$ cat src/design/tspf_pkg.sv
`default_nettype none

package tspf_pkg;

    localparam int PID_BITS   = 13;
    localparam int FIFO_DEPTH = 4;
    localparam int FIFO_AW    = $clog2(FIFO_DEPTH);

    typedef enum logic {
        REQ_STREAM = 1'b0,
        REQ_TABLE  = 1'b1
    } t_req;

    typedef enum logic {
        KIND_PID  = 1'b0,
        KIND_BODY = 1'b1
    } t_kind;

    typedef struct packed {
        t_kind       kind;
        logic [7:0]  data;
        logic [15:0] hdr;
        logic        pkt_last;
    } t_entry;

endpackage

`default_nettype wire

$ cat src/design/tspf_fifo.sv
`default_nettype none

module tspf_fifo (
    input  wire logic              i_clk,
    input  wire logic              i_rst_n,
    input  wire logic              i_push,
    input  wire tspf_pkg::t_entry  i_entry,
    output logic                   o_full,
    output logic                   o_valid,
    output tspf_pkg::t_entry       o_entry,
    input  wire logic              i_pop
);

    localparam int AW = tspf_pkg::FIFO_AW;

    tspf_pkg::t_entry r_mem [tspf_pkg::FIFO_DEPTH];
    logic [AW-1:0]    r_wp;
    logic [AW-1:0]    r_rp;
    logic [AW:0]      r_cnt;
    logic             do_push;
    logic             do_pop;

    always_comb begin
        o_full  = (r_cnt == (AW + 1)'(tspf_pkg::FIFO_DEPTH));
        o_valid = (r_cnt != '0);
        o_entry = r_mem[r_rp];
        do_push = i_push && !o_full;
        do_pop  = i_pop && o_valid;
    end

    always_ff @(posedge i_clk) begin
        if (do_push) begin
            r_mem[r_wp] <= i_entry;
        end
    end

    always_ff @(posedge i_clk) begin
        if (!i_rst_n) begin
            r_wp  <= '0;
            r_rp  <= '0;
            r_cnt <= '0;
        end else begin
            if (do_push) begin
                r_wp <= r_wp + AW'(1);
            end
            if (do_pop) begin
                r_rp <= r_rp + AW'(1);
            end
            unique case ({do_push, do_pop})
                2'b10:   r_cnt <= r_cnt + (AW + 1)'(1);
                2'b01:   r_cnt <= r_cnt - (AW + 1)'(1);
                default: r_cnt <= r_cnt;
            endcase
        end
    end

endmodule

`default_nettype wire

$ cat config.mk
export PLATFORM = sky130hd
export DESIGN_NAME = tspf_fifo
export DESIGN_NICKNAME = d
export VERILOG_FILES = /design/src/design/tspf_pkg.sv /design/src/design/tspf_fifo.sv
export SDC_FILE = /design/constraint.sdc
export NUM_CORES = 1
export LEC_CHECK = 0
export ABC_AREA = 1
export BUFFER_PORTS_ARGS = -buffer_cell sky130_fd_sc_hd__buf_2
export CORE_ASPECT_RATIO = 0.6
export CORE_MARGIN = 8
export CORE_UTILIZATION = 45
export DETAILED_ROUTE_END_ITERATION = 6
export GPL_TIMING_DRIVEN = 0
export PLACE_DENSITY_LB_ADDON = 0.3
export RECOVER_POWER = 50
export SYNTH_ARGS = -nofsm -noshare
export SYNTH_HDL_FRONTEND = slang
export SYNTH_SLANG_ARGS = --single-unit
$ cat constraint.sdc
create_clock -name i_clk -period 2.1 [get_ports i_clk]
set_input_delay 0.105 -clock i_clk [delete_from_list [all_inputs] [get_ports i_clk]]
set_output_delay 0.105 -clock i_clk [all_outputs]
set_load 0.1 [all_outputs]
# == Yosys cells after proc, flatten, opt, wreduce, memory -nomap -nowiden ==
# Memory sizes are Yosys's and may differ from the RTL's. A register that Yosys moved wholly into a read port is not among the register bits.
# Cells that the tools add are included.
# totals
regBits,7
latch_bits,0
ramBits,104
romBits,0
word_cells,21
memories,1
# classes
addsub,4
multipliers,0
div,0
magnitude_cmp,0
eq_ne,3
n_shift,0
mux,5
n_bitwise,0
n_reduce_logical,5
# memory_table
name,words,word_bits,read_ports,rd_clocked_by_memory_dff,wr,line_no,text
r_mem,4,26,1,1,1,tspf_fifo.sv:16,tspf_pkg::t_entry r_mem [tspf_pkg::FIFO_DEPTH];
# ops
op,count
3-bit one-hot mux with 2 select lines,1
2-bit by 1-bit adder with 2-bit output (second input constant),2
2-bit 2-to-1 mux,2
3-bit by 1-bit adder with 3-bit output (second input constant),1
3-bit == test (second input constant),1
3-bit nonzero test,1
3-bit by 1-bit subtractor with 3-bit output (second input constant),1
2-bit by 1-bit == test with 1-bit output (second input constant),1
2-bit == test (second input constant),1
1-bit logical AND,2
1-bit 2-to-1 mux,2
2-bit nonzero test,1
1-bit logical NOT,1

# == Logic depth before layout (Yosys ltp) ==
# logic_depth
ltp_word,5
depth_mapped,13

# == Least setup slack after synthesis ==
# OpenSTA, ideal clock, no wires.
# synth_path
path_type,reg2reg
start,reg r_cnt[1]
end,reg r_cnt[2]
setup_time_ns,0.113
arrival_ns,2.183
t_required_ns,1.987
setup_slack_ns,-0.196
stages_incl_launch_ff,14
n_path_buf,0
synth_period_minus_slack_ns,2.296
cell_sequence,dfxtp_1 nor2_1 nand2_1 nand2_1 inv_1 ha_1 inv_1 fa_1 inv_1 nand2_1 nand3_1 nand2_1 nand2_1 nor2_1
# synth_lines
element,line_no,text
start: declaration,tspf_fifo.sv:19,logic [AW:0] r_cnt;
start signal: assignment,tspf_fifo.sv:50,2'b10: r_cnt <= r_cnt + (AW + 1)'(1);
start signal: assignment,tspf_fifo.sv:51,2'b01: r_cnt <= r_cnt - (AW + 1)'(1);
start signal: assignment,tspf_fifo.sv:52,default: r_cnt <= r_cnt;
3-bit nonzero test (*),tspf_fifo.sv:25,o_valid = (r_cnt != '0);
net o_valid,tspf_fifo.sv:9,"output logic o_valid,"
1-bit logical AND (*),tspf_fifo.sv:28,do_pop = i_pop && o_valid;
net do_pop,tspf_fifo.sv:21,logic do_pop;
2-bit by 1-bit == test with 1-bit output / 2-bit == test (equally long branches),tspf_fifo.sv:49,"unique case ({do_push, do_pop})"
3-bit one-hot mux with 2 select lines / 2-bit nonzero test (equally long branches),-,
# Mark *: on every way through the listed nets, which the timed path passes. The rest lies on a longest branch.
# A chain may end at the register's enable or synchronous reset.

==> metrics.csv <==
metric,value,unit
status,"complete, no violations",
"Net Count, Synth",356,
Peak Freq,0.503,GHz
Die X,143,um
Synth Register Bits,113,
H-Tree Depth,4,
vias in the first global route,2976,
Cells after Synth,320,
post-route insts no fill,568,
Setup crit start kind,flip-flop,
Worst setup EP type,primary output,
WP data required,2000,ps
first-pass GRT wire length,15600,um
crit path kind,reg -> out,
cell mode on critical path,buf_2,
reg-to-reg startpoint,r_cnt[1],
Detailed Route Iter0 Violations,159,
Die Y,91.9,um
cts bufs inserted,17,
Clock power frac,0.268,
worst-skew pair later-pin latency,400,ps
Synth Cell Area,4320,um^2
synthesized area per cell,13.5,um^2
Diodes inserted,0,
"critical path, cell by cell",buf_6 > buf_2 > o21ai_0 > o22ai_2 > buf_2,
Core Box Area,9260,um^2
WL final,9470,um
fin crit share,0.947,
"commonest cells after routing, fill and taps aside","edfxtp_1, nor2_1, o21ai_1",
Comb pwr share,0.414,
worst-path maximum fanout,10,
relative slew slack,0.417,
setup TNS,0,ps
Clock Tree Buf Depth,2,
initial antenna violation count,0,
post-synthesis sequential area ratio,0.764,
YS warnings,0,
routability cong.,0.791,
sw frac,0.438,
hold slack,24.8,ps
GRT Util Overall,0.157,
MaxCap Viol Count,0,
largest net degree at the start of global routing,27,
setup bufs post-CTS,0,
total number of vias,2788,
cell internal pwr,4.88,mW
CTS tree,built,
Cell Pwr Density,1510,nW/um^2
"Reg clk slew, reported paths",50,ps
sequential power share,0.317,
Min-Delay Startpoint,i_pop,
fin nets,461,
total grt overflow,0,
Tot Pwr,8.70,mW
drt pass-1 iters,4,
cell row count,27,
R2R depth,12,
Final Slew Violations,0,
Die Area,13100,um^2
P&R area growth vs syn,33.4,%
Hold Fails Final Rpt,0,
IO Port Bufs,57,
CP max stage cell,buf_2,
Routed Antenna Nets,0,
worst endpoint data arrival time,1880,ps
FF-to-FF End,r_cnt[2],
Final setup violation count,0,
drt drc,0,
routed wire length per instance,16.7,um
worst-margin pin slew,873,ps
FF-to-FF setup slack,220,ps
CTS sink count,113,
multi-input logic area,1040,um^2
Fin Clk Skew,4.28,ps
Worst VDD drop,0.00118,V
crit path time final,1990,ps
FILL cells,747,
Seq. cell area,3300,um^2
Final Util,0.623,
Leak,2.08,nW
RSZ-0062 raised after global routing,no,
clock root buffer,clkbuf_16,
share of layout cells above drive strength 1,0.233,
Synth cell types,18,
drt via density,4.91,
hold path cells,3,
worst min path class,in -> reg,
hpwl dp,6210,um
NetSw,3.81,mW
dpl cells,509,
starting density of the core,0.467,
io pins,58,
"commonest non-fill, non-tap cell in the layout",edfxtp_1,
Worst path max stage delay,450,ps
logic make-up after synthesis:
family | count (synthesis) | synth area share
AND/OR/NAND/NOR | 82 | 0.0732
flip-flops | 113 | 0.764
adder cells (fa/ha/maj) | 6 | 0.0191
AO/OA/AOI/OAI | 85 | 0.106
buffers and inverters | 34 | 0.0376
layer usage:
metal	wire (um)	vias up	global-route usage	part of all wire
li1	-	1382	-	-
met1	4490	1332	0.210	0.47
met2	4290	69	0.239	0.45
met3	647	5	0.0610	0.068
met4	46	0	0.0317	0.0049
met5	0	-	0	0
metrics by stage:
| stage | setup slack, ps | area, um^2 |
|---|---|---|
| 2_1_floorplan | -29.6 | 4490 |
| 6_report | 112 | 5770 |
| 5_1_grt | 2.14 | 5770 |
| 3_3_place_gp | -983 | 4940 |
| 4_1_cts | 16.9 | 5740 |
| 3_5_place_dp | 131 | 4990 |
worst max path at each step:
stage / start / end / slack, ps / cells after the start
3_5_place_dp: r_cnt[1] / r_cnt[2] / 130 / 12
3_3_place_gp: r_cnt[1] / r_mem[3][9] / -980 / 4
4_1_cts: flip-flop / o_entry[21] / 20 / 5
2_1_floorplan: r_cnt[1] / r_mem[2][0] / -30 / 4
5_1_grt: flip-flop / o_entry[14] / 2 / 5
6_report: flip-flop / o_entry[14] / 110 / 5
cells in the mapped netlist:
library cell  number  area, um^2
a21oi_1            5        25.0
buf_2             11        55.1
buf_4              3        22.5
buf_6              1        11.3
dfxtp_1            9         180
edfxtp_1         104        3120
fa_1               1        20.0
ha_1               5        62.6
inv_1             17        63.8
inv_2              1        3.75
inv_4              1        6.26
nand2_1           14        52.6
nand2_2            1        6.26
nand3_1            5        25.0
nor2_1            62         233
o21ai_0           11        55.1
o21ai_1           43         215
o22ai_1           26         163
critical path: cells and delay by family, from the launching register on:
family	cells	cell delay, ps
AOI/OAI and AO/OA	2	320
buffers and inverters	3	830
DFF	1	330
timing repair:
item | CTS | global route
hold endpoints to repair | 108 | 0
resized for setup | 0 | 24
hold buffers | 27 | 0
endpoints found under the setup margin | 0 | 22
state kept, by name (all words and copies together), names as in the netlist, named ones only:
name and cells:
r_mem 104, r_cnt 3, r_rp 2, r_wp 2
final cells by class:
class / count / share of cell area
Inverter: 19 / 0.0128
Multi-Input combinational cell: 173 / 0.181
Buffer: 15 / 0.0154
Clock inverter: 12 / 0.00868
Sequential cell: 113 / 0.573
Tap cell: 130 / 0.0282
Timing Repair Buffer: 86 / 0.105
Clock buffer: 20 / 0.0757
power groups by stage:
stage                     sequential [mW]  clock, mW  combinational [mW]
after detailed placement             2.80          0                3.51
final                                2.76       2.33                3.60
after CTS                            2.76       2.37                3.56
after global placement               2.81          0                3.43
after floorplan                      2.79          0                2.86
after global routing                 2.78       2.50                3.79
Power figures use the tool's default switching activity.
