`src/design/tspf_pkg.sv`:
```
`default_nettype none

package tspf_pkg;

    localparam int PID_BITS   = 13;
    localparam int FIFO_DEPTH = 4;
    localparam int FIFO_AW    = $clog2(FIFO_DEPTH);

    typedef enum logic {
        REQ_STREAM = 1'b0,
        REQ_TABLE  = 1'b1
    } t_req;

    typedef enum logic {
        KIND_PID  = 1'b0,
        KIND_BODY = 1'b1
    } t_kind;

    typedef struct packed {
        t_kind       kind;
        logic [7:0]  data;
        logic [15:0] hdr;
        logic        pkt_last;
    } t_entry;

endpackage

`default_nettype wire

```
`src/design/tspf_back.sv`:
```
`default_nettype none

module tspf_back (
    input  wire logic              i_clk,
    input  wire logic              i_rst_n,
    input  wire logic              i_valid,
    input  wire tspf_pkg::t_entry  i_entry,
    output logic                   o_pop,
    output logic                   o_valid,
    input  wire logic              i_ready,
    output logic [7:0]             o_byte,
    output logic                   o_run_last,
    output logic                   o_pkt_last
);

    localparam logic [1:0] SUB_B0 = 2'd0;
    localparam logic [1:0] SUB_B1 = 2'd1;

    logic [1:0] r_sub;
    logic       r_ovalid;
    logic [7:0] r_byte;
    logic       r_run_last;
    logic       r_pkt_last;
    logic       load;
    logic       last_word;
    logic [7:0] word;

    always_comb begin
        load = i_valid && (!r_ovalid || i_ready);
        unique case (i_entry.kind)
            tspf_pkg::KIND_PID: begin
                last_word = (r_sub != SUB_B0) && (r_sub != SUB_B1);
                if (r_sub == SUB_B0) begin
                    word = i_entry.hdr[15:8];
                end else if (r_sub == SUB_B1) begin
                    word = i_entry.hdr[7:0];
                end else begin
                    word = i_entry.data;
                end
            end
            default: begin
                last_word = 1'b1;
                word      = i_entry.data;
            end
        endcase
        o_pop      = load && last_word;
        o_valid    = r_ovalid;
        o_byte     = r_byte;
        o_run_last = r_run_last;
        o_pkt_last = r_pkt_last;
    end

    always_ff @(posedge i_clk) begin
        if (!i_rst_n) begin
            r_sub    <= SUB_B0;
            r_ovalid <= 1'b0;
        end else begin
            if (load) begin
                r_sub    <= last_word ? SUB_B0 : r_sub + 2'd1;
                r_ovalid <= 1'b1;
            end else if (i_ready) begin
                r_ovalid <= 1'b0;
            end
        end
    end

    always_ff @(posedge i_clk) begin
        if (load) begin
            r_byte     <= word;
            r_run_last <= last_word;
            r_pkt_last <= last_word && i_entry.pkt_last;
        end
    end

endmodule

`default_nettype wire

```
`config.mk`:
```
export PLATFORM = sky130hd
export DESIGN_NAME = tspf_back
export DESIGN_NICKNAME = d
export VERILOG_FILES = /design/src/design/tspf_pkg.sv /design/src/design/tspf_back.sv
export SDC_FILE = /design/constraint.sdc
export NUM_CORES = 1
export LEC_CHECK = 0
export BUFFER_PORTS_ARGS = -buffer_cell sky130_fd_sc_hd__buf_2
export CAP_MARGIN = 5
export CORE_ASPECT_RATIO = 0.8
export CORE_UTILIZATION = 37
export CTS_CLUSTER_DIAMETER = 30
export DETAILED_ROUTE_END_ITERATION = 16
export PLACE_DENSITY = 0.75
export SYNTH_ARGS = -nofsm -noshare
export SYNTH_HDL_FRONTEND = slang
export SYNTH_SLANG_ARGS = --single-unit
```
`constraint.sdc`:
```
create_clock -name i_clk -period 1.4 [get_ports i_clk]
set_clock_uncertainty 0.1 [all_clocks]
set_input_delay 0.07 -clock i_clk [delete_from_list [all_inputs] [get_ports i_clk]]
set_output_delay 0.07 -clock i_clk [all_outputs]
set_load 0.01 [all_outputs]
```
# Yosys cells after proc, flatten, opt, wreduce, memory -nomap -nowiden
# Index checks and enable logic that the tools add are counted.
[op_classes]
addsub = 1
n_mux = 7
n_reduce_logical = 9
n_eq_ne = 2
[op_table]
columns = ["operator", "n"]
rows = [
  ["$mux W8", 3],
  ["$logic_and A1 B1 Y1", 4],
  ["$reduce_bool A2 Y1", 2],
  ["$mux W1", 3],
  ["$add A2 B1 Y2 const B", 1],
  ["$eq A2 B1 Y1 const B", 1],
  ["$logic_not A2 Y1", 1],
  ["$mux W2", 1],
  ["$ne A2 B1 Y1 const B", 1],
  ["$logic_not A1 Y1", 1],
  ["$logic_or A1 B1 Y1", 1],
]
[word_totals]
input_bits = 30
word_cells = 24
register_bits = 13

# Depth between registers and ports, before layout
# Gate-level depths: netlist of the first run.
[depth]
word_depth = 4
mapped_depth = 5
mapped_depth_nobuf = 5

# Least setup slack after synthesis of the first run
# No wires, ideal clock.
[synth_path]
kind = "register to register"
from = "reg r_sub[1]"
to = "reg r_byte[0] (netlist: o_byte[0]) (data pin)"
setup_ns = 0.180
t_required_ns = 1.120
slack_ns = 0.063
arrival_time_ns = 1.057
n_path_buf = 0
period_less_slack_ns = 1.337
stages_incl_launch_ff = 6
path_cell_list = "dfxtp_1 > inv_1 > ha_1 > nor2_2 > o21ai_1 > o311ai_1"
[synth_via]
elab_chain_len = 4
elab_cells_between_ends = 5
[synth_rtl]
columns = ["element", "line", "source"]
rows = [
  ["from (decl)", "tspf_back.sv:19", "logic [1:0] r_sub;"],
  ["from (signal assigned)", "tspf_back.sv:59", "r_sub <= last_word ? SUB_B0 : r_sub + 2'd1;"],
  ["$eq A2 B1 Y1", "tspf_back.sv:35", "end else if (r_sub == SUB_B1) begin"],
  ["$mux W8", "tspf_back.sv:35", ""],
  ["$mux W8 *", "tspf_back.sv:33", "if (r_sub == SUB_B0) begin"],
  ["$mux W8 *", "tspf_back.sv:30", "unique case (i_entry.kind)"],
  ["via word[0]", "tspf_back.sv:26", "logic [7:0] word;"],
  ["to (signal assigned)", "tspf_back.sv:69", "r_byte <= word;"],
  ["to (decl)", "tspf_back.sv:21", "logic [7:0] r_byte;"],
]
# The timed path passes the listed nets; every way through them passes the cells marked *.
# A chain may end at the register's enable or synchronous reset.

# Worst setup path after layout of the first run
[layout_path]
from = "in i_valid"
to = "reg r_ovalid (netlist: o_valid)"
[layout_via]
elab_chain_len = 2
elab_cells_between_ends = 3
[layout_rtl]
columns = ["element", "line", "source"]
rows = [
  ["from (decl)", "tspf_back.sv:6", "input wire logic i_valid,"],
  ["$logic_and A1 B1 Y1 *", "tspf_back.sv:29", "load = i_valid && (!r_ovalid || i_ready);"],
  ["$mux W1 / $reduce_bool A2 Y1 (equally long branches)", "-", ""],
  ["to (signal assigned)", "tspf_back.sv:56", "r_ovalid <= 1'b0;"],
  ["to (signal assigned)", "tspf_back.sv:60", "r_ovalid <= 1'b1;"],
  ["to (signal assigned)", "tspf_back.sv:62", "r_ovalid <= 1'b0;"],
  ["to (decl)", "tspf_back.sv:20", "logic r_ovalid;"],
]
# Mark *: on every way between the ends. The rest lies on a longest branch, timed or not.

==> tab_implementation.tex, run 1 <==
\begin{tabular}{lr}
\hline
Metric & Value \\
\hline
\multicolumn{2}{l}{\textbf{Critical path}} \\
Endpoint kind of the worst setup timing path & flop \\
Setup CP Type & primary input to flop \\
Slowest cell on the critical path & dlygate4sd3\_1 \\
Top fanout value on the critical path & 2 \\
Family of cells with the greatest summed delay on the critical path & buffers and inverters \\
Worst Path Arrival & approximately 1.5 ns \\
Max incr delay on CP & between 0.5 and 0.6 ns \\
Kind of start point of the critical path & primary input \\
Required time at the endpoint of the critical path & 1.47 ns \\
Cells traversed along the worst timing path & dlygate4sd3\_1, buf\_2, inv\_1, a21boi\_2, dlygate4sd3\_1 \\
Total buffers and inverters traversed by the critical path & 4 \\
Library cell appearing most often on the critical path & dlygate4sd3\_1 \\
\multicolumn{2}{l}{\textbf{Synthesis}} \\
Proportion of synthesized chip area in sequential cells & 0.505 \\
Syn Area/Cell & 10.2 um\^{}2 \\
Synthesis Warnings & 0 \\
Distinct cell type count after synthesis & 19 \\
Post-Synthesis Net Count & 102 \\
Flops \& latches, synth & 13 \\
Number of instances in the synthesized netlist & 70 \\
Post-synth design cell area & slightly above 700 um\^{}2 \\
\multicolumn{2}{l}{\textbf{Clock network}} \\
Library cell used as clock root buffer & clkbuf\_4 \\
Maximum root-to-sink buffer count & 2 \\
Clock insertion delay at the later pin of the skew report & about 0.28 ns \\
CTS tree & yes \\
\# H-tree levels & 1 \\
CTS Buf Count & 3 \\
Clock Sinks & 13 \\
Number of buffers inserted by post-CTS setup repair & 0 \\
Clock transition at the registers of the reported paths & 0.08 ns \\
\multicolumn{2}{l}{\textbf{Cells and area}} \\
Fraction of final layout cells with drive strength greater than 1 & 0.496 \\
Most common cell after layout, fill and taps aside & buf\_2 \\
Area growth syn-to-layout & 60.7\% \\
Most frequent cells in the layout & buf\_2 (40), dlygate4sd3\_1 (11), nand2\_1 (10), inv\_1 (10), edfxtp\_1 (10) \\
ANT cells & 0 \\
Final standard cell count with taps included and fillers excluded & about 150 \\
Nets & 160 \\
\multicolumn{2}{l}{\textbf{Routing}} \\
Per-cell routed wire length & 13.9 um \\
Post-detailed-route DRC marker count & 0 \\
Number of vias after detailed routing & roughly 750 \\
Aggregate routed wire length & 2080 um \\
DRC violation total after the first TritonRoute iteration & 12 \\
DR pass1 iterations & 4 \\
Vias per inst & 5.01 \\
Count of antenna-violating nets left after detailed routing & 0 \\
\multicolumn{2}{l}{\textbf{Floorplanning}} \\
Full die area & 2110 um\^{}2 \\
Floorplan die height & 41.3 um \\
Number of I/O pins & 42 \\
Number of cell rows & 13 \\
Effective utilization at floorplan & 0.418 \\
Die width & 51.1 um \\
Core region area & 1710 um\^{}2 \\
\multicolumn{2}{l}{\textbf{STA}} \\
Worst slew pin tran & 0.404 ns \\
Max-slew violation count & 0 \\
Number of hold-slack violations in the final timing report & 1 \\
Summed negative setup slack over all endpoints & 0 ns \\
Fin crit share & 0.992 \\
Setup repair after global routing missed its margin & no \\
Upper clock frequency limit & 720 MHz \\
Final setup viols & 0 \\
Worst slew margin relative to its limit & 0.731 \\
Hold slack final & -0.000880 ns \\
Min cycle time layout & 1.39 ns \\
\multicolumn{2}{l}{\textbf{Global route}} \\
Largest net degree at the start of global routing & 20 \\
Total grt overflow & 0 \\
Number of antenna violations at the first check in global routing & 0 \\
Global-route wire length before repair & 2970 um \\
Gr usage total & 0.206 \\
Via count of the first global-routing pass & 694 \\
\multicolumn{2}{l}{\textbf{Outcome}} \\
Violated checks & negative hold slack \\
Run status & complete, but fails checks \\
\multicolumn{2}{l}{\textbf{Placement}} \\
Half-perimeter wire length after placement & around 1300 um \\
Number of port buffers & 41 \\
RD Place Congestion & around 0.8 \\
Cell count after placement & 135 \\
\multicolumn{2}{l}{\textbf{Power}} \\
Pleak & roughly 0.00054 uW \\
Pwr Density & 819 nW/um\^{}2 \\
Peak VDD IR & 0.000695 V \\
\multicolumn{2}{l}{\textbf{Min path}} \\
Class of the tightest hold or removal check & primary input to flop \\
\multicolumn{2}{l}{\textbf{Run}} \\
Maximum capacitance violations & 0 \\
\hline
\end{tabular}
-- report_power, final --
group / switching, uW / internal, uW
registers: 9.77 / 451
logic: 120 / 126
clock network: 122 / 110
total: 251 / 688
-- synth_stat cells --
library cell	instances	area, um^2
o21ai_1	8	40.0
o211ai_1	1	7.51
nand2b_1	1	6.26
a21boi_0	1	7.51
nor2_2	2	12.5
buf_6	2	22.5
nand2b_4	1	13.8
inv_1	12	45.0
nand2_1	11	41.3
nor2_1	1	3.75
ha_1	2	25.0
nor2b_1	1	6.26
nor2_4	1	11.3
nor2b_4	1	13.8
dfxtp_1	3	60.1
o311ai_1	7	61.3
mux2i_1	2	20.0
nand3_1	3	15.0
edfxtp_1	10	300
-- per-stage QoR --
stage / power, uW / worst slack (ns) / instance area (um^2) / util
floorplan: 577 / 0.0628 / 713 / -
global placement: 656 / 0.0524 / 953 / 0.558
detailed placement: 662 / 0.00334 / 953 / 0.558
CTS: 920 / 0.0268 / 1100 / 0.642
global route: 984 / 0.00257 / 1150 / 0.671
finish: 939 / 0.0114 / 1150 / 0.671
-- final cells by class --
cell class / count / area, um^2
clock buffer: 4 / 26.3
fill: 145 / 562
inverter: 12 / 45.0
multi-input combinational: 43 / 344
sequential: 13 / 363
tap: 22 / 27.5
timing repair buffer: 55 / 340
-- final timing paths --
check / endpoint / depth (start not counted) / start / slack, ns
min reg2reg: r_sub[0] / 2 / r_sub[0] / 0.42
min: o_byte[0] / 3 / i_entry[9] / -0.0009
max reg2reg: o_byte[5] / 4 / r_sub[0] / 0.02
max: o_valid / 5 / i_valid / 0.01
-- flip-flops by register name (all words and copies together) (netlist names) --
signal	cells
o_byte	8
r_sub	2
o_valid	1
o_run_last	1
o_pkt_last	1
-- kinds of logic (layout without fill, tap and decap cells) --
| group | Yosys count | in the layout | synth area share |
|---|---|---|---|
| compound gates | 17 | 17 | 0.163 |
| flops | 13 | 13 | 0.505 |
| buf+inv | 14 | 71 | 0.0947 |
| simple gates | 22 | 22 | 0.174 |
| mux | 2 | 2 | 0.0281 |
| fa+ha+maj | 2 | 2 | 0.0351 |
-- tightest hold or removal path: stages --
cell and delay, ns:
buf_2 0.08, nand2_2 0.04, o311ai_2 0.07
-- routing by layer --
layer / GRT usage / share of wire / routed length (um) / up-vias
met4: 0.111 / 0.034 / 70 / 0
li1: - / - / - / 360
met2: 0.388 / 0.49 / 1020 / 39
met5: 0 / 0 / 0 / -
met3: 0.0704 / 0.090 / 187 / 8
met1: 0.212 / 0.38 / 798 / 340
-- what timing repair did --
action | CTS | global route
pin swaps | 0 | 1
endpoints found under the setup margin | 6 | 8
cloned | 0 | 0
endpoints found under the hold margin | 9 | 0
gates resized for setup | 2 | 13
hold buffers | 11 | 0
Note: power is estimated with default switching activity, not from simulation.
==> run 2: changes to the inputs <==
CELL_PAD_IN_SITES_DETAIL_PLACEMENT = 1   (was not set)
CELL_PAD_IN_SITES_GLOBAL_PLACEMENT = 1   (was not set)
CORE_UTILIZATION = 32   (was 37)
PLACE_DENSITY = 0.85   (was 0.75)
clock period = 1.79 ns   (was 1.4 ns; I/O delays follow)
==> tab_implementation.tex, run 2 (synthesis results as in run 1) <==
\begin{tabular}{lr}
\hline
Metric & Value \\
\hline
\multicolumn{2}{l}{\textbf{Routing}} \\
Number of vias after detailed routing & 705 (-5.6\%) \\
Per-cell routed wire length & 16.3 um (+17\%) \\
Count of antenna-violating nets left after detailed routing & 0 (unchanged) \\
Post-detailed-route DRC marker count & 0 (unchanged) \\
DRC violation total after the first TritonRoute iteration & 10 (-2) \\
DR pass1 iterations & 4 (unchanged) \\
Vias per inst & 5.00 (-0.27\%) \\
Aggregate routed wire length & 2300 um (+10\%) \\
\multicolumn{2}{l}{\textbf{Critical path}} \\
Number of gates on the worst path with buffers counted & 5 (unchanged) \\
Total buffers and inverters traversed by the critical path & 1 (-3) \\
Depth of the worst register-to-register path & 5 (+1) \\
Top fanout value on the critical path & 8 (+6) \\
Slowest cell on the critical path & dfxtp\_1 \\
Max incr delay on CP & 0.40 ns (-0.16 ns) \\
Cells traversed along the worst timing path & inv\_1, ha\_1, nor2\_2, o21ai\_1, o311ai\_1 \\
Endpoint kind of the worst setup timing path & flop \\
Setup CP Type & flop to flop \\
Family of cells with the greatest summed delay on the critical path & flip-flops \\
Kind of start point of the critical path & flop \\
Register-to-register path setup slack & 0.18 ns (+0.16 ns) \\
Required time at the endpoint of the critical path & 1.78 ns (+0.31 ns) \\
Worst Path Arrival & 1.60 ns (+0.14 ns) \\
\multicolumn{2}{l}{\textbf{Floorplanning}} \\
Effective utilization at floorplan & 0.360 (-0.0573) \\
Full die area & 2420 um\^{}2 (+15\%) \\
Core region area & 1980 um\^{}2 (+16\%) \\
Floorplan die height & 44.2 um (+7.2\%) \\
Number of cell rows & 14 (+1) \\
Number of I/O pins & 42 (unchanged) \\
Die width & 54.8 um (+7.2\%) \\
\multicolumn{2}{l}{\textbf{Placement}} \\
Instance area at placement & 926 um\^{}2 (-2.9\%) \\
Half-perimeter wire length after placement & 1620 um (+24\%) \\
RD Place Congestion & 0.787 (+0.69\%) \\
Number of port buffers & 41 (unchanged) \\
Pre-CTS worst setup slack & 0.241 ns (+0.238 ns) \\
\multicolumn{2}{l}{\textbf{Power}} \\
Peak VDD IR & 0.000340 V (-51\%) \\
Pwr Density & 720 nW/um\^{}2 (-12\%) \\
Pleak & 0.000484 uW (-11\%) \\
\multicolumn{2}{l}{\textbf{STA}} \\
Upper clock frequency limit & 622 MHz \\
Min cycle time layout & 1.61 ns \\
Max-slew violation count & 0 (unchanged) \\
Fin crit share & 0.898 \\
Final critical-path setup slack & 0.182 ns (+0.170 ns) \\
Worst slew pin tran & 0.422 ns (+0.0175 ns) \\
Hold slack final & -0.00212 ns (-0.00124 ns) \\
Worst slew margin relative to its limit & 0.719 (-0.0116) \\
Summed negative setup slack over all endpoints & 0 ns (unchanged) \\
Final setup viols & 0 (unchanged) \\
Setup repair after global routing missed its margin & no \\
Number of hold-slack violations in the final timing report & 1 (unchanged) \\
\multicolumn{2}{l}{\textbf{Cells and area}} \\
Core occupancy in the finished layout & 0.501 (-0.170) \\
Nets & 150 (-6.3\%) \\
Most common cell after layout, fill and taps aside & buf\_2 \\
Most frequent cells in the layout & buf\_2 (41), inv\_1 (12), nand2\_1 (11) \\
Flip-flop and latch area & 360 um\^{}2 (-0.69\%) \\
ANT cells & 0 (unchanged) \\
Number of flip-flops under the largest register name & 8 (unchanged) \\
Multi-input gate area & 285 um\^{}2 (-17\%) \\
Filler cell count & 243 (+68\%) \\
Post-route cell area & 992 um\^{}2 (-13\%) \\
Area growth syn-to-layout & 39.1\% \\
Fraction of final layout cells with drive strength greater than 1 & 0.419 (-0.0773) \\
\multicolumn{2}{l}{\textbf{Clock network}} \\
Resized Gates After CTS & 0 (-2) \\
CTS Buf Count & 3 (unchanged) \\
CTS tree & yes \\
Clock Sinks & 13 (unchanged) \\
\# H-tree levels & 1 (unchanged) \\
Clock transition at the registers of the reported paths & 0.09 ns (about the same) \\
Clock insertion delay at the later pin of the skew report & 0.28 ns (about the same) \\
Maximum root-to-sink buffer count & 2 (unchanged) \\
Library cell used as clock root buffer & clkbuf\_4 \\
\multicolumn{2}{l}{\textbf{Global route}} \\
Number of antenna violations at the first check in global routing & 0 (unchanged) \\
Gr usage total & 0.210 (+0.00331) \\
Global-route wire length before repair & 3490 um (+18\%) \\
Total grt overflow & 0 (unchanged) \\
Via count of the first global-routing pass & 739 (+6.5\%) \\
Largest net degree at the start of global routing & 20 (unchanged) \\
\multicolumn{2}{l}{\textbf{Outcome}} \\
Violated checks & negative hold slack \\
Run status & complete, but fails checks \\
\multicolumn{2}{l}{\textbf{Run}} \\
Maximum capacitance violations & 0 (unchanged) \\
\multicolumn{2}{l}{\textbf{Min path}} \\
Hold-critical path depth & 3 (unchanged) \\
Class of the tightest hold or removal check & primary input to flop \\
\hline
\end{tabular}
## run 2: metal layers
| layer | part of all wire | vias to the layer above | GRT usage |
|---|---|---|---|
| met1 | 0.41 | 330 | 0.241 |
| met3 | 0.058 | 2 | 0.0447 |
| met2 | 0.53 | 34 | 0.376 |
| met4 | 0.0052 | 0 | 0.0718 |
| li1 | - | 339 | - |
| met5 | 0 | - | 0 |
## run 2: layout make-up
class,count,share of cell area
flip-flops and latches,13,0.363
multi-input cells,43,0.288
repair buffers,45,0.247
inverters,12,0.0454
well taps,24,0.0303
clock buffers,4,0.0265
## run 2: tightest hold or removal path: stages
cell      delay, ns
buf_2          0.07
nand2_1        0.04
o311ai_1       0.07
## run 2: stage by stage
step                cells  power (uW)  hold WS [ns]
detailed placement    133         518         0.260
floorplan              70         451         0.128
CTS                   140         708       0.00416
finish                141         714      -0.00212
global route          141         747        0.0130
global placement      133         507         0.246
## run 2: final timing paths
path               startpoint        end
hold / removal    i_entry[12]  o_byte[3]
setup reg to reg     r_sub[1]  o_byte[7]
hold reg to reg      r_sub[0]   r_sub[0]
setup / recovery     r_sub[1]  o_byte[7]
## run 2: report_power, final
| part | total (uW) | switching (uW) | internal, uW |
|---|---|---|---|
| Clock | 193 | 107 | 86.5 |
| Combinational | 162 | 88.4 | 73.4 |
| Sequential | 359 | 6.70 | 352 |
## run 2: timing repair
item | CTS | global route
hold endpoints to repair | 2 | 1
buffers inserted | 0 | 0
hold buffers | 3 | 1
==> run 3: changes to the inputs <==
RECOVER_POWER = 100   (was not set)
==> tab_implementation.tex, run 3 (synthesis results as in run 1) <==
\begin{tabular}{lr}
\hline
Metric & Value \\
\hline
\multicolumn{2}{l}{\textbf{Outcome}} \\
Run status & complete, no violations \\
\multicolumn{2}{l}{\textbf{Critical path}} \\
Max incr delay on CP & 0.38 ns (-0.02 ns) \\
Worst Path Arrival & 1.55 ns (-0.05 ns) \\
Register-to-register path setup slack & 0.23 ns (+0.05 ns) \\
Total buffers and inverters traversed by the critical path & 1 (unchanged) \\
Slowest cell on the critical path & dfxtp\_1 \\
Required time at the endpoint of the critical path & 1.78 ns (about the same) \\
Top fanout value on the critical path & 8 (unchanged) \\
Cells traversed along the worst timing path & inv\_1, ha\_1, nor2\_2, o21ai\_0, o311ai\_1 \\
Setup CP Type & flop to flop \\
Family of cells with the greatest summed delay on the critical path & flip-flops \\
Endpoint kind of the worst setup timing path & flop \\
Kind of start point of the critical path & flop \\
\multicolumn{2}{l}{\textbf{Min path}} \\
Class of the tightest hold or removal check & primary input to flop \\
\multicolumn{2}{l}{\textbf{Placement}} \\
Half-perimeter wire length after placement & 1620 um (unchanged) \\
RD Place Congestion & 0.787 (unchanged) \\
Number of port buffers & 41 (unchanged) \\
Pre-CTS worst setup slack & 0.241 ns (unchanged) \\
\multicolumn{2}{l}{\textbf{Routing}} \\
Number of vias after detailed routing & 710 (+0.71\%) \\
Count of antenna-violating nets left after detailed routing & 0 (unchanged) \\
Vias per inst & 5.04 (+0.71\%) \\
Per-cell routed wire length & 16.2 um (-0.26\%) \\
Met2 WL & 1200 um (-0.33\%) \\
DRC violation total after the first TritonRoute iteration & 14 (+4) \\
DR pass1 iterations & 4 (unchanged) \\
Highest Signal Layer & met4 \\
Post-detailed-route DRC marker count & 0 (unchanged) \\
Wire length on met3 & 129 um (-3.0\%) \\
Sum of routed wire segments on met1 & 946 um (+0.32\%) \\
Aggregate routed wire length & 2290 um (-0.26\%) \\
\multicolumn{2}{l}{\textbf{Floorplanning}} \\
Die width & 54.8 um (unchanged) \\
Core region area & 1980 um\^{}2 (unchanged) \\
Number of I/O pins & 42 (unchanged) \\
Full die area & 2420 um\^{}2 (unchanged) \\
Effective utilization at floorplan & 0.360 (unchanged) \\
Number of cell rows & 14 (unchanged) \\
Floorplan die height & 44.2 um (unchanged) \\
\multicolumn{2}{l}{\textbf{Global route}} \\
Largest net degree at the start of global routing & 20 (unchanged) \\
Global-route wire length before repair & 3490 um (unchanged) \\
Number of antenna violations at the first check in global routing & 0 (unchanged) \\
Gr usage total & 0.210 (unchanged) \\
Total grt overflow & 0 (unchanged) \\
Via count of the first global-routing pass & 739 (unchanged) \\
\multicolumn{2}{l}{\textbf{Cells and area}} \\
ANT cells & 0 (unchanged) \\
Flip-flop and latch area & 360 um\^{}2 (unchanged) \\
Multi-input gate area & 278 um\^{}2 (-2.6\%) \\
Most common cell after layout, fill and taps aside & buf\_2 \\
Number of flip-flops under the largest register name & 8 (unchanged) \\
Nets & 150 (unchanged) \\
Fraction of final layout cells with drive strength greater than 1 & 0.299 (-0.120) \\
Most frequent cells in the layout & buf\_2 (28), clkbuf\_1 (14), inv\_1 (12) \\
Filler cell count & 251 (+3.3\%) \\
Area growth syn-to-layout & 35.8\% \\
\multicolumn{2}{l}{\textbf{STA}} \\
Fin crit share & 0.871 (-0.0274) \\
Upper clock frequency limit & 641 MHz (+3.1\%) \\
Summed negative setup slack over all endpoints & 0 ns (unchanged) \\
Final critical-path setup slack & 0.231 ns (+0.0491 ns) \\
Final setup viols & 0 (unchanged) \\
Number of hold-slack violations in the final timing report & 0 (-1) \\
Worst slew pin tran & 0.391 ns (-0.0311 ns) \\
Max-slew violation count & 0 (unchanged) \\
Min cycle time layout & 1.56 ns (-0.0491 ns) \\
Worst slew margin relative to its limit & 0.739 (+0.0204) \\
Setup repair after global routing missed its margin & no \\
\multicolumn{2}{l}{\textbf{Power}} \\
Portion of total power attributed to the clock network & 0.271 (about the same) \\
Net switching power & 197 uW (-2.5\%) \\
Peak VDD IR & 0.000338 V (-0.64\%) \\
Seq pwr share & 0.513 (+0.010) \\
Overall power consumption & 701 uW (-1.8\%) \\
Internal cell power & 505 uW (-1.5\%) \\
Fraction of power consumed by combinational cells & 0.216 (-0.011) \\
Pleak & 0.000443 uW (-8.3\%) \\
Switch share & 0.280 (-0.00220) \\
Pwr Density & 724 nW/um\^{}2 (+0.64\%) \\
\multicolumn{2}{l}{\textbf{Clock network}} \\
CTS tree & yes \\
Clock transition at the registers of the reported paths & 0.09 ns (about the same) \\
Maximum root-to-sink buffer count & 2 (unchanged) \\
Resized Gates After CTS & 0 (unchanged) \\
CTS Buf Count & 3 (unchanged) \\
Clock insertion delay at the later pin of the skew report & 0.28 ns (about the same) \\
Library cell used as clock root buffer & clkbuf\_4 \\
\# H-tree levels & 1 (unchanged) \\
Clock Sinks & 13 (unchanged) \\
\multicolumn{2}{l}{\textbf{Run}} \\
Maximum capacitance violations & 0 (unchanged) \\
\hline
\end{tabular}
## run 3: cell count changes in the layout (fill, tap and decap cells not counted)
cell / before / now
o21ai_0: 0 / 8
clkbuf_1: 1 / 14
buf_2: 41 / 28
o21ai_1: 8 / 0
nor2_1: 1 / 2
nor2_4: 1 / 0
## run 3: worst paths after layout
kind | to | startpoint | cells after the start
setup / recovery | o_byte[7] | r_sub[0] | 5
hold / removal | o_byte[3] | i_entry[12] | 3
setup reg to reg | o_byte[7] | r_sub[0] | 5
hold reg to reg | r_sub[0] | r_sub[0] | 2
## run 3: routing by layer
layer	global-route usage	vias up
li1	-	339
met3	0.0447	2
met4	0.0718	0
met5	0	-
met1	0.241	341
met2	0.376	28
## run 3: cell type report
type / instances / area share
timing repair buffer: 45 / 0.236
tap: 24 / 0.0310
sequential: 13 / 0.372
clock buffer: 4 / 0.0271
inverter: 12 / 0.0465
multi-input combinational: 43 / 0.287
## run 3: power by group through the flow
stage | combinational [uW] | clock, uW | sequential (uW)
2_1_floorplan | 74.4 | 0 | 377
3_3_place_gp | 142 | 0 | 365
3_5_place_dp | 151 | 0 | 367
4_1_cts | 158 | 191 | 359
5_1_grt | 166 | 209 | 362
6_report | 152 | 190 | 359
## run 3: worst register-to-register path, delay by kind of cell (launching register included)
family                   cells  cell delay (ns)
adder cells (fa/ha/maj)      1             0.27
AND/OR/NAND/NOR              1             0.27
flip-flops                   1             0.38
AO/OA/AOI/OAI                2             0.26
buffers and inverters        1             0.08
## run 3: stage by stage
step           instance area [um^2]  std cells  hold slack (ns)  utilization
3_5_place_dp                    926        133            0.260        0.468
3_3_place_gp                    926        133            0.246        0.468
6_report                        968        141         0.000666        0.489
5_1_grt                         968        141           0.0139        0.489
4_1_cts                         982        140          0.00416        0.496
2_1_floorplan                   713         70            0.128            -
## run 3: timing repair
action / 4_1_cts / 5_1_grt
setup endpoints to repair: 0 / 0
hold buffers: 3 / 1
setup buffers: 0 / 0
hold endpoints to repair: 2 / 1
